File: config.mk
export PLATFORM = sky130hd
export DESIGN_NAME = bqe_emit
export DESIGN_NICKNAME = d
export VERILOG_FILES = /design/src/hw/rtl/bqe_pkg.sv /design/src/hw/rtl/bqe_emit.sv
export SDC_FILE = /design/constraint.sdc
export NUM_CORES = 1
export LEC_CHECK = 0
export ABC_AREA = 1
export BUFFER_PORTS_ARGS = -buffer_cell sky130_fd_sc_hd__buf_2
export CORE_UTILIZATION = 63
export CTS_BUF_LIST = sky130_fd_sc_hd__clkbuf_8
export CTS_CLUSTER_SIZE = 24
export DETAILED_ROUTE_END_ITERATION = 12
export PLACE_DENSITY = 0.95
export SYNTH_ARGS = -nofsm -noshare
export SYNTH_HDL_FRONTEND = slang
export SYNTH_SLANG_ARGS = --single-unit
File: constraint.sdc
create_clock -name clk -period 12.25 [get_ports clk]
set_input_delay 1.225 -clock clk [delete_from_list [all_inputs] [get_ports clk]]
set_output_delay 1.225 -clock clk [all_outputs]
set_load 0.01 [all_outputs]
File: src/hw/rtl/bqe_pkg.sv
`default_nettype none
// ----------------------------------------------------------------------------
// bqe_pkg
// Shared constants, types and helpers for the billboard quad expansion block.
// ----------------------------------------------------------------------------
package bqe_pkg;

    localparam int UNIT_SHIFT   = 30;
    localparam int ISQRT_STAGES = 16;
    localparam int DIV_STAGES   = 16;
    // front (5) + square root + divide + sign stage
    localparam int NORM_LAT     = 5 + ISQRT_STAGES + DIV_STAGES + 1;

    localparam logic [1:0] REG_CAM_X = 2'd0;
    localparam logic [1:0] REG_CAM_Y = 2'd1;
    localparam logic [1:0] REG_CAM_Z = 2'd2;

    typedef logic [2:0][63:0] wvec_t;
    typedef logic [2:0][31:0] uvec_t;

    // magnitude of a Q2.30 unit part
    function automatic logic [30:0] unit_mag(input logic [31:0] u);
        logic [31:0] n;
        n = ~u + 32'd1;
        return u[31] ? n[30:0] : u[30:0];
    endfunction

    // round |unit|*size half away from zero by 2^31, then restore the sign
    function automatic logic [31:0] round_half(input logic [61:0] prod, input logic neg);
        logic [61:0] s;
        logic [31:0] r;
        s = prod + (62'd1 << UNIT_SHIFT);
        r = {1'b0, s[61:UNIT_SHIFT+1]};
        return neg ? ~r + 32'd1 : r;
    endfunction

endpackage
`default_nettype wire

File: src/hw/rtl/bqe_emit.sv
`default_nettype none
// ----------------------------------------------------------------------------
// bqe_emit
// Corner sequencer: one saturated corner word per cycle, four per billboard.
// ----------------------------------------------------------------------------
module bqe_emit (
    input  logic                clk,
    input  logic                rst_n,
    input  logic                in_valid,
    input  bqe_pkg::uvec_t      center,
    input  bqe_pkg::uvec_t      half_a,
    input  bqe_pkg::uvec_t      half_b,
    output logic                valid,
    output logic [1:0]          corner,
    output logic signed [31:0]  pos_x,
    output logic signed [31:0]  pos_y,
    output logic signed [31:0]  pos_z,
    output logic                last
);

    bqe_pkg::uvec_t c_reg, a_reg, b_reg;
    logic           active_reg, active_next;
    logic [1:0]     cnt_reg, cnt_next;
    logic           vld_reg;
    logic [1:0]     corner_reg;
    logic           last_reg;
    bqe_pkg::uvec_t pos_reg, pos_next;

    function automatic logic [31:0] sat32(input logic [33:0] v);
        if (v[33] == 1'b0 && v[32:31] != 2'b00)
        begin
            return 32'h7FFF_FFFF;
        end
        if (v[33] == 1'b1 && v[32:31] != 2'b11)
        begin
            return 32'h8000_0000;
        end
        return v[31:0];
    endfunction

    always_comb
    begin
        logic        a_sub;
        logic        b_sub;
        logic [33:0] cx, ax, bx;
        a_sub = 1'b0;
        b_sub = 1'b0;
        case (cnt_reg)
            2'd0:    begin a_sub = 1'b0; b_sub = 1'b1; end
            2'd1:    begin a_sub = 1'b1; b_sub = 1'b1; end
            2'd2:    begin a_sub = 1'b1; b_sub = 1'b0; end
            default: begin a_sub = 1'b0; b_sub = 1'b0; end
        endcase
        for (int i = 0; i < 3; i++)
        begin
            cx = {{2{c_reg[i][31]}}, c_reg[i]};
            ax = {{2{a_reg[i][31]}}, a_reg[i]};
            bx = {{2{b_reg[i][31]}}, b_reg[i]};
            pos_next[i] = sat32(cx + (a_sub ? ~ax + 34'd1 : ax) + (b_sub ? ~bx + 34'd1 : bx));
        end
    end

    always_comb
    begin
        active_next = active_reg && (cnt_reg != 2'd3);
        cnt_next    = cnt_reg + 2'd1;
        // a new billboard may land on the edge that sends the last corner
        if (in_valid)
        begin
            active_next = 1'b1;
            cnt_next    = 2'd0;
        end
    end

    always_ff @(posedge clk)
    begin
        if (in_valid)
        begin
            c_reg <= center;
            a_reg <= half_a;
            b_reg <= half_b;
        end
        pos_reg    <= pos_next;
        corner_reg <= cnt_reg;
        last_reg   <= (cnt_reg == 2'd3);
    end

    always_ff @(posedge clk or negedge rst_n)
    begin
        if (!rst_n)
        begin
            active_reg <= 1'b0;
            cnt_reg    <= 2'd0;
            vld_reg    <= 1'b0;
        end
        else
        begin
            active_reg <= active_next;
            cnt_reg    <= cnt_next;
            vld_reg    <= active_reg;
        end
    end

    assign valid  = vld_reg;
    assign corner = corner_reg;
    assign last   = last_reg;
    assign pos_x  = pos_reg[0];
    assign pos_y  = pos_reg[1];
    assign pos_z  = pos_reg[2];

endmodule
`default_nettype wire
==> impl_metrics.sql <==
INSERT INTO impl_metrics (metric_group, metric, value, unit) VALUES
('yosys', 'syn-instance-count', '3208', ''),
('drt', 'drt-total-wl', '78.96', 'mm'),
('yosys', 'postSynthNetCount', '3706', ''),
('run', 'max-cap-violations', '0', ''),
('timing', 'timing_max_transition_violations_final', '0', ''),
('drt', 'routed_len_inst', '18.66', 'um'),
('timing', 'report.final.hold_viol_count', '0', ''),
('floorplanning', 'core_region_area', '0.04129', 'mm^2'),
('yosys', 'synth_cell_types', '47', ''),
('critical_path', 'worst-path-stages', '21', ''),
('timing', 'final.period_utilization', '44.37', '%'),
('cells_and_area', 'layout_cells_sized_above_1', '17.61', '%'),
('clock_tree', 'clock-root-buffer', 'clkbuf_8', ''),
('timing', 'timing.final.setup_violations', '0', ''),
('timing', 'fin_ws', '6.815', 'ns'),
('drt', 'vias_per_cell', '5.544', ''),
('yosys', 'synth.yosys.warnings', '0', ''),
('timing', 'max-slew-margin-rel', '27.46', '%'),
('cells_and_area', 'nNetsFinal', '4125', ''),
('critical_path', 'critical_path_maximum_fanout', '48', ''),
('cells_and_area', 'stdcell_area', '0.03040', 'mm^2'),
('yosys', 'synth_top_flop_cell', 'edfxtp_1', ''),
('drt', 'ant_nets', '0', ''),
('timing', 'rsz0062_at_grt', 'no', ''),
('yosys', 'seq_area_frac_synth', '40.25', '%'),
('clock_tree', 'numCtsBuffers', '61', ''),
('clock_tree', 'cts_max_level', '2', ''),
('floorplanning', 'die_extent_in_x', '207.7', 'um'),
('yosys', 'async_flop_share', '1.023', '%'),
('critical_path', 'cell_type_of_the_slowest_stage_on_the_worst_timing_path', 'inv_2', ''),
('floorplanning', 'overall_die_area', '0.04315', 'mm^2'),
('floorplanning', 'initial_core_utilization', '64.56', '%'),
('critical_path', 'kind_of_start_point_of_the_critical_path', 'register', ''),
('drt', 'route.detailed.drc', '0', ''),
('drt', 'drt_pass_1_iters', '5', ''),
('yosys', 'syn-cell-area', '0.02666', 'mm^2'),
('floorplanning', 'total_i_o_pin_count', '391', ''),
('placed_design', 'placedInstanceArea', '0.02907', 'mm^2'),
('timing', 'max_freq', '184.0', 'MHz'),
('timing', 'final_critical_delay_including_setup_and_external_delays', '5.435', 'ns'),
('yosys', 'syn_area_per_cell', '8.311', 'um^2'),
('critical_path', 'cp_data_required_time', '12.83', 'ns'),
('yosys', 'yosys_register_bits', '391', ''),
('clock_tree', 'cts_num_sinks', '391', ''),
('cells_and_area', 'footprint_of_the_multi_input_gates', '0.01322', 'mm^2'),
('timing', 'clock-skew-final', '0.04323', 'ns'),
('critical_path', 'worstPathArrival', '6.01', 'ns'),
('cells_and_area', 'total_of_fill_cells_in_the_finished_design', '2937', ''),
('cells_and_area', 'sequential_cell_area', '0.01073', 'mm^2'),
('pwr', 'ir_drop', '0.2035', 'mV'),
('placed_design', 'port_buffers', '390', ''),
('placed_design', 'dp_worst_setup_slack', '6.991', 'ns'),
('global_route', 'total_gr_overflow', '0', ''),
('clock_tree', 'hold_buffers', '0', ''),
('critical_path', 'cp_cell_sequence', 'inv_1 -> ha_2 -> inv_2 -> o21ai_0 -> xor2_1 -> inv_1 -> fa_1 -> inv_1 -> ha_1 -> nand2_1 -> nor2_1 -> nand3_1 -> nand3_1 -> nand2_1 -> nand2_1 -> nand2_1 -> nand2_1 -> nand2_1 -> nand3_1 -> nand3_1 -> nand2_1', ''),
('clock_tree', 'cts_tree', 'built', ''),
('timing', 'worstMarginPinSlew', '1.085', 'ns'),
('global_route', 'grt_pass1_wl', '121.9', 'mm'),
('clock_tree', 'clock_path_buffers', '3', ''),
('pwr', 'power.density', '258.2', 'mW/mm^2'),
('outcome', 'run_status', 'complete, no violations', ''),
('global_route', 'antenna_found_initial', '15', ''),
('placed_design', 'hpwl', '60.84', 'mm'),
('critical_path', 'number_of_cell_instances_on_the_worst_register_to_register_path', '21', ''),
('floorplanning', 'die_height', '207.7', 'um'),
('clock_tree', 'setup_repair_bufs_after_cts', '0', ''),
('cells_and_area', 'syn2layout_area_growth', '14.03', '%'),
('global_route', 'groute.usage.overall', '36.42', '%'),
('global_route', 'grt_max_degree', '132', ''),
('cells_and_area', 'post-route-util', '73.62', '%'),
('critical_path', 'crit_family', 'simple AND/OR/NAND/NOR gates', '');
==> area by class of cell <==
class                      instances  share of cell area (%)
antenna                           19                  0.1564
multi-input combinational       2123                   43.47
sequential                       391                   35.30
tap                              532                   2.190
timing repair buffer             396                   6.602
inverter                         654                   8.075
clock buffer                      72                   3.260
clock inverter                    44                  0.9507
==> synthesized netlist by cell type, types with 84 or more instances <==
master / instances / area [um^2]
edfxtp_1: 288 / 8648
nor2_1: 345 / 1295
a21oi_1: 112 / 560.5
inv_1: 649 / 2436
dfxtp_1: 99 / 1982
nand2_2: 94 / 588.1
ha_1: 105 / 1314
xor2_1: 177 / 1550
fa_1: 102 / 2042
nand3_1: 106 / 530.5
o21ai_0: 84 / 420.4
nand2_1: 694 / 2605
==> cells by family after synthesis <==
group	count (synthesis)	share of synthesized area [%]
fa+ha+maj	207	12.59
flops	391	40.25
xor+xnor	250	8.213
buf+inv	694	10.21
simple gates	1384	22.67
compound gates	282	6.068
==> metal layers <==
layer  GRT usage (%)  wire length, um  up-vias
met2           60.06            36850     1406
li1                -                -    10846
met5               0                0        -
met4           18.83             4130        0
met3           6.203             7101      290
met1           46.28            30880    10915
==> worst reg2reg max path, stage by stage (launching register included) <==
cell	delay (ns)
dfrtp_1	0.43
inv_1	0.08
ha_2	0.28
inv_2	0.76
o21ai_0	0.35
xor2_1	0.22
inv_1	0.09
fa_1	0.51
inv_1	0.04
ha_1	0.36
nand2_1	0.12
nor2_1	0.12
nand3_1	0.07
nand3_1	0.19
nand2_1	0.10
nand2_1	0.16
nand2_1	0.10
nand2_1	0.08
nand2_1	0.06
nand3_1	0.11
nand3_1	0.76
nand2_1	0.33
==> worst paths after layout <==
path                                           start                   end  slack, ns
worst max-delay path            cnt_reg[0]$_DFF_PN0_  pos_z[29]$_SDFF_PP1_       6.81
min in group clk                active_reg$_DFF_PN0_       valid$_DFF_PN0_       0.38
worst max register to register  cnt_reg[0]$_DFF_PN0_  pos_z[29]$_SDFF_PP1_       6.81
max in group asynchronous                      rst_n  active_reg$_DFF_PN0_      11.75
worst min-delay path                           rst_n  cnt_reg[0]$_DFF_PN0_       0.34
worst min register to register  active_reg$_DFF_PN0_       valid$_DFF_PN0_       0.38
==> cells in the final DEF (no fill, tap or decap), types with 3 or more instances in the layout <==
cell        Yosys  final
nand2_1       694    694
inv_1         649    671
buf_2          10    389
nor2_1        345    345
edfxtp_1      288    288
xor2_1        177    177
a21oi_1       112    112
nand3_1       106    106
ha_1          105    104
fa_1          102    102
dfxtp_1        99     99
nand2_2        94     94
o21ai_0        84     84
xnor2_1        73     73
clkbuf_8        0     72
nor3_1         33     33
nand4_1        27     27
o21bai_1       25     25
nor2_2         23     22
diode_2         0     19
nand3_2        13     13
a21o_1         13     13
a21boi_0       12     12
nand2_4        11     11
o31ai_1        11     11
nor4_1         10     10
nor2_4          7      8
o21a_1          8      8
clkinv_1        0      8
inv_2           5      6
or2_2           6      6
a31oi_1         6      6
clkinv_2        0      6
buf_4           0      6
o21ai_1         5      5
nand3b_1        4      4
dfrtp_1         4      4
bufinv_16       0      4
and2_1          3      3
clkinvlp_4      0      3
==> report_power, final <==
group | switching (mW) | internal [mW] | leakage, nW | total, mW
clock | 0.549 | 0.617 | 0.733 | 1.17
combinational | 3.19 | 1.63 | 10.8 | 4.83
sequential | 0.124 | 1.73 | 3.70 | 1.85
==> metrics by stage <==
| stage | cells | hold slack, ns | total power [mW] |
|---|---|---|---|
| 2_1_floorplan | 3208 | 0.3537 | 5.372 |
| 3_3_place_gp | 4096 | 0.3737 | 6.402 |
| 3_5_place_dp | 4096 | 0.3609 | 6.542 |
| 4_1_cts | 4212 | 0.2901 | 7.750 |
| 5_1_grt | 4229 | 0.3231 | 8.426 |
| 6_report | 4231 | 0.3369 | 7.849 |
No activity file was read; power rests on OpenSTA's default activity.
